$ cat src/rtl/core/crt_congruence_sync_core_defines.svh
// assertion helpers used by crtcs_dpath
`ifndef CRT_CONGRUENCE_SYNC_CORE_DEFINES_SVH
`define CRT_CONGRUENCE_SYNC_CORE_DEFINES_SVH

// same-cycle implication
`define CRTCS_ASSERT_IMPL(lbl, ante, cons, msg) \
   lbl: assert property (@(posedge clock) disable iff (reset) (ante) |-> (cons)) \
      else $error(msg);

// next-cycle implication
`define CRTCS_ASSERT_NEXT(lbl, ante, cons, msg) \
   lbl: assert property (@(posedge clock) disable iff (reset) (ante) |=> (cons)) \
      else $error(msg);

`endif

$ cat src/rtl/core/crtcs_pkg.sv
`timescale 1ns / 1ps
package crtcs_pkg;

   localparam int SYNC_BITS = 63;

   localparam logic [7:0] CH_A   = 8'h61;
   localparam logic [7:0] CH_Z   = 8'h7a;
   localparam logic [7:0] CH_BAR = 8'h7c;
   localparam logic [7:0] CH_NL  = 8'h0a;

   typedef enum logic [1:0] {
      ST_OK      = 2'd0,
      ST_BAD     = 2'd1,
      ST_UNREACH = 2'd2,
      ST_OVF     = 2'd3
   } status_type;

   typedef enum logic [4:0] {
      OP_NONE, OP_CHAR, OP_CLOSE, OP_R2, OP_GCD, OP_RG1, OP_RG2, OP_M1G,
      OP_OVF, OP_N, OP_R1M, OP_DG, OP_DN, OP_INV0, OP_EUCQ, OP_EUCT,
      OP_KR, OP_FIN, OP_EMIT
   } op_type;

   typedef enum logic [4:0] {
      S_IDLE, S_R2_WAIT, S_GCD_WAIT, S_RG1_WAIT, S_RG2_WAIT, S_M1G_WAIT,
      S_OVF_WAIT, S_N_WAIT, S_R1M_WAIT, S_DG_WAIT, S_DN_WAIT, S_INV_WAIT,
      S_EUCD_WAIT, S_EUCM_WAIT, S_K_WAIT, S_FIN_WAIT, S_EMIT
   } state_type;

   typedef struct packed {
      logic sticky_ok;
      logic line_open;
      logic per_lt2;
      logic have;
      logic div_done;
      logic mul_done;
      logic rem_zero;
      logic mismatch;
      logic prod_ovf;
      logic rsp_full;
   } flags_type;

endpackage

$ cat src/rtl/core/crtcs_ctrl.sv
`timescale 1ns / 1ps
module crtcs_ctrl
   import crtcs_pkg::*;
(
   input  logic      clock,
   input  logic      reset,
   input  logic      req_valid,
   input  logic [7:0] req_ch,
   input  logic      req_end_stream,
   output logic      req_stall,
   input  flags_type flags,
   output op_type    op
);
   state_type state_ff, state_in, fin_state;
   logic      pend_ff, pend_in, accept, closing;

   assign req_stall = (state_ff != S_IDLE) || (flags.rsp_full && req_end_stream);
   assign accept    = req_valid && !req_stall;
   assign fin_state = pend_ff ? S_EMIT : S_IDLE;
   assign closing   = req_end_stream ? (flags.sticky_ok && flags.line_open)
                                     : (flags.sticky_ok && req_ch == CH_NL);

   always_comb begin
      state_in = state_ff;
      unique case (state_ff)
         S_IDLE: begin
            if (accept) begin
               if (closing)
                  state_in = flags.per_lt2 ? (req_end_stream ? S_EMIT : S_IDLE)
                                           : S_R2_WAIT;
               else if (req_end_stream)
                  state_in = S_EMIT;
            end
         end
         S_R2_WAIT:   if (flags.div_done) state_in = flags.have ? S_GCD_WAIT : fin_state;
         S_GCD_WAIT:  if (flags.div_done && flags.rem_zero) state_in = S_RG1_WAIT;
         S_RG1_WAIT:  if (flags.div_done) state_in = S_RG2_WAIT;
         S_RG2_WAIT:  if (flags.div_done) state_in = flags.mismatch ? fin_state : S_M1G_WAIT;
         S_M1G_WAIT:  if (flags.div_done) state_in = S_OVF_WAIT;
         S_OVF_WAIT:  if (flags.mul_done) state_in = flags.prod_ovf ? fin_state : S_N_WAIT;
         S_N_WAIT:    if (flags.div_done) state_in = S_R1M_WAIT;
         S_R1M_WAIT:  if (flags.div_done) state_in = S_DG_WAIT;
         S_DG_WAIT:   if (flags.div_done) state_in = S_DN_WAIT;
         S_DN_WAIT:   if (flags.div_done) state_in = S_INV_WAIT;
         S_INV_WAIT:  if (flags.div_done) state_in = flags.rem_zero ? S_K_WAIT : S_EUCD_WAIT;
         S_EUCD_WAIT: if (flags.div_done) state_in = S_EUCM_WAIT;
         S_EUCM_WAIT: if (flags.mul_done) state_in = flags.rem_zero ? S_K_WAIT : S_EUCD_WAIT;
         S_K_WAIT:    if (flags.mul_done) state_in = S_FIN_WAIT;
         S_FIN_WAIT:  if (flags.mul_done) state_in = fin_state;
         S_EMIT:      state_in = S_IDLE;
         default:     state_in = S_IDLE;
      endcase
   end

   always_comb begin
      op = OP_NONE;
      unique case (state_ff)
         S_IDLE: begin
            if (accept) begin
               if (closing)
                  op = OP_CLOSE;
               else if (!req_end_stream && flags.sticky_ok)
                  op = OP_CHAR;
            end
         end
         S_R2_WAIT:   if (flags.div_done) op = OP_R2;
         S_GCD_WAIT:  if (flags.div_done) op = OP_GCD;
         S_RG1_WAIT:  if (flags.div_done) op = OP_RG1;
         S_RG2_WAIT:  if (flags.div_done) op = OP_RG2;
         S_M1G_WAIT:  if (flags.div_done) op = OP_M1G;
         S_OVF_WAIT:  if (flags.mul_done) op = OP_OVF;
         S_N_WAIT:    if (flags.div_done) op = OP_N;
         S_R1M_WAIT:  if (flags.div_done) op = OP_R1M;
         S_DG_WAIT:   if (flags.div_done) op = OP_DG;
         S_DN_WAIT:   if (flags.div_done) op = OP_DN;
         S_INV_WAIT:  if (flags.div_done) op = OP_INV0;
         S_EUCD_WAIT: if (flags.div_done) op = OP_EUCQ;
         S_EUCM_WAIT: if (flags.mul_done) op = OP_EUCT;
         S_K_WAIT:    if (flags.mul_done) op = OP_KR;
         S_FIN_WAIT:  if (flags.mul_done) op = OP_FIN;
         S_EMIT:      op = OP_EMIT;
         default:     op = OP_NONE;
      endcase
   end

   assign pend_in = (state_ff == S_IDLE && accept) ? req_end_stream : pend_ff;

   always_ff @(posedge clock) begin
      if (reset) begin
         state_ff <= S_IDLE;
         pend_ff  <= 1'b0;
      end else begin
         state_ff <= state_in;
         pend_ff  <= pend_in;
      end
   end
endmodule

$ cat config.mk
export PLATFORM = sky130hd
export DESIGN_NAME = crtcs_ctrl
export DESIGN_NICKNAME = d
export VERILOG_FILES = /design/src/rtl/core/crt_congruence_sync_core_defines.svh /design/src/rtl/core/crtcs_pkg.sv /design/src/rtl/core/crtcs_ctrl.sv
export SDC_FILE = /design/constraint.sdc
export NUM_CORES = 1
export LEC_CHECK = 0
export ABC_CLOCK_PERIOD_IN_PS = 5390
export BUFFER_PORTS_ARGS = -buffer_cell sky130_fd_sc_hd__buf_4
export CORE_MARGIN = 2
export CORE_UTILIZATION = 52
export DETAILED_ROUTE_END_ITERATION = 7
export PLACE_DENSITY = 0.82
export SLEW_MARGIN = 20
export SYNTH_ARGS = -nofsm -noshare
export SYNTH_HDL_FRONTEND = slang
export SYNTH_SLANG_ARGS = --single-unit
export TNS_END_PERCENT = 5
$ cat constraint.sdc
create_clock -name clock -period 5.39 [get_ports clock]
set_clock_uncertainty 0.1 [all_clocks]
set_input_delay 0.8085 -clock clock [delete_from_list [all_inputs] [get_ports clock]]
set_output_delay 0.8085 -clock clock [all_outputs]
set_load 0.01 [all_outputs]
==> results.py <==
metrics = {
    "detailed_routing": {
        "drcViolationCount": 0,
        "dr.pass1.iters": 4,
        "wl_per_cell_um": 13.6,
        "viasPerCell": 6.26,
        "vias": 920,
        "wl_um": 2000,
        "drtIter0Drc": 28,
        "postRouteAntennaNets": 0,
    },
    "timing": {
        "maxSlewHeadroom_pct": 56.1,
        "hold_viol": 0,
        "fin_crit_ns": 3.14,
        "worst_slew_pin_slew_ns": 0.658,
        "period_share_pct": 58.3,
        "timing.fmax_mhz": 318,
        "slew_violations": 0,
        "rsz0062_at_grt": "no",
        "finalSetupTns_ns": 0,
        "setup_violations": 0,
    },
    "global_route": {
        "grt_usage_pct": 22.0,
        "grt_first_pass_wirelength_um": 3190,
        "overflow": 0,
        "met2_usage_pct": 36.1,
        "busiest_layer": "met2",
        "grtUsageMet3_pct": 5.11,
        "antenna_found_initial": 0,
        "grt_pass1_vias": 784,
        "use_met1_pct": 30.2,
        "grt_max_degree": 23,
    },
    "place": {
        "place_area_um2": 960,
        "dp_hpwl_um": 1500,
        "io_buffers": 27,
        "gp_congestion": 0.795,
    },
    "power": {
        "vdd_drop_max_mv": 0.207,
        "p_leak_uw": 0.000380,
        "powerDensity_nw_per_um2": 291,
    },
    "worst_hold_path": {
        "hold_depth": 2,
        "min-delay-path-class": "reg2reg",
    },
    "yosys": {
        "ys_ff_latch": 6,
        "synth_cells": 111,
        "yosysUniqueCellTypes": 40,
        "synth.yosys.seq_area_share_pct": 15.3,
        "synth-edff-count": 0,
        "synth_top_cells_by_area": "dfxtp_1 (15%), nand2_1 (7.2%), nor2_1 (5.8%)",
        "yosys_warnings": 0,
        "synthesis.area_um2": 783,
        "syn-num-nets": 133,
        "synth.largest_area_cell": "dfxtp_1",
        "yosysTopAreaCellShare_pct": 15.3,
        "yosysMostFrequentCell": "nand2_1",
        "synth_commonest_cells": "nand2_1 (15), nor2_1 (12), a21oi_1 (7)",
        "synth_flop_cell": "dfxtp_1",
        "async_flop_share_pct": 0,
        "avgSynthCellArea_um2": 7.06,
    },
    "critical_path": {
        "slowest_delay_ns": 0.58,
        "crit_family": "simple AND/OR/NAND/NOR gates",
        "worst_ep_arrival_time_ns": 2.23,
        "cp_slowest_cell": "or4_1",
        "worstSetupEndpointType": "output port",
        "crit_buf_inv": 2,
        "critPathLaunchType": "primary input",
        "worstPathMaxFanout": 3,
        "r2r_cells": 5,
        "cp_cell_sequence": "buf_4 > or4_1 > o31ai_1 > nand2_1 > o22ai_1 > buf_4",
        "worstSetupPathType": "in2out",
        "cp_common_cell": "buf_4",
        "crit_required_ns": 4.48,
        "cp.depth": 6,
    },
    "outcome": {
        "status": "completed",
    },
    "clock_network": {
        "clk_latency_ns": 0.24,
        "cts.hold.buffers_added": 0,
        "htreeDepth": 1,
        "numCtsBuffers": 3,
        "root_buffer": "clkbuf_4",
        "cts_sinks": 6,
        "cts_tree": "yes",
        "ctsResizeCount": 0,
        "clk_pin_slew_ns": 0.04,
        "cts_setup_buffers": 0,
        "cts_buffer_depth": 2,
    },
    "die": {
        "die_x_um": 42.8,
        "rows": 14,
        "start_util_pct": 53.9,
        "die_area_um2": 1830,
        "core_area_um2": 1450,
        "die_y_um": 42.8,
        "ios": 28,
    },
    "layout": {
        "nFillCells": 147,
        "insertedDiodeCount": 0,
        "nNetsFinal": 155,
        "areaGrowthSynthToFinish_pct": 25.4,
        "fin_area_um2": 982,
        "multi_input_area_um2": 606,
        "drive_gt1_share_pct": 29.8,
        "regArea_um2": 120,
    },
    "flow_run": {
        "drv_cap": 0,
    },
}
## worst register-to-register path, cell delays in order (launching register included)
cell and delay, ns:
dfxtp_1 0.73, o21ai_0 0.28, o221ai_1 0.34, o311ai_4 0.22, a2111o_1 0.43, a21oi_1 0.14
## final timing paths
check	from	to	slack, ns
setup / recovery	req_ch[5]	op[1]	2.25
hold / removal	pend_ff	pend_ff	0.39
setup reg to reg	state_ff[2]	state_ff[2]	3.09
hold reg to reg	pend_ff	pend_ff	0.39
## cells in the final DEF (no fill, tap or decap), types with 3 or more instances in the layout
master | Yosys | routed
buf_4 | 0 | 27
nand2_1 | 15 | 15
nor2_1 | 12 | 12
a21oi_1 | 7 | 7
dfxtp_1 | 6 | 6
nand3_1 | 4 | 4
o21ai_0 | 4 | 4
inv_1 | 3 | 3
o32ai_1 | 3 | 3
a21boi_0 | 3 | 3
o31ai_1 | 3 | 3
o22ai_1 | 3 | 3
nand3b_1 | 3 | 3
mux2i_1 | 3 | 3
a31oi_1 | 3 | 3
clkbuf_4 | 0 | 3
## final cells by class
| class | instances | area share [%] |
|---|---|---|
| clock buffers | 3 | 2.29 |
| inverters | 3 | 1.15 |
| multi-input cells | 92 | 61.7 |
| flip-flops and latches | 6 | 12.2 |
| well taps | 16 | 2.04 |
| repair buffers | 27 | 20.6 |
## power by group
group	switching (uW)	total, uW	internal [uW]	leakage, uW
registers	25.0	77.2	52.2	0.0000488
clock network	14.6	39.7	25.1	0.0000138
logic	79.5	169	89.8	0.000317
total	119	286	167	0.000380
## flip-flops by register name, indices dropped and copies added (netlist names)
signal and count:
pend_ff 1, state_ff 5
## through the flow
stage	instances	hold slack, ns	worst slack (ns)	util, %	power, uW
final	147	0.392	2.25	67.6	286
after global routing	147	0.443	2.12	67.6	311
after CTS	147	0.401	2.23	67.6	287
after detailed placement	144	0.391	2.23	66.0	246
after global placement	144	0.387	2.27	66.0	244
after floorplan	111	0.363	2.46	-	198
## cells by family (layout without fill, tap and decap cells)
kind of cell    Yosys count  after routing  share of synthesized area, %
compound gates           36             36                          35.3
buf+inv                  13             33                          7.35
flops                     6              6                          15.3
mux                       5              5                          6.71
simple gates             51             51                          35.3
## metal layers
| layer | vias to the layer above | part of all wire (%) |
|---|---|---|
| li1 | 461 | - |
| met1 | 414 | 46 |
| met2 | 45 | 47 |
| met3 | 0 | 7.0 |
| met4 | 0 | 0 |
| met5 | - | 0 |
Note: power is estimated with default switching activity, not from simulation.
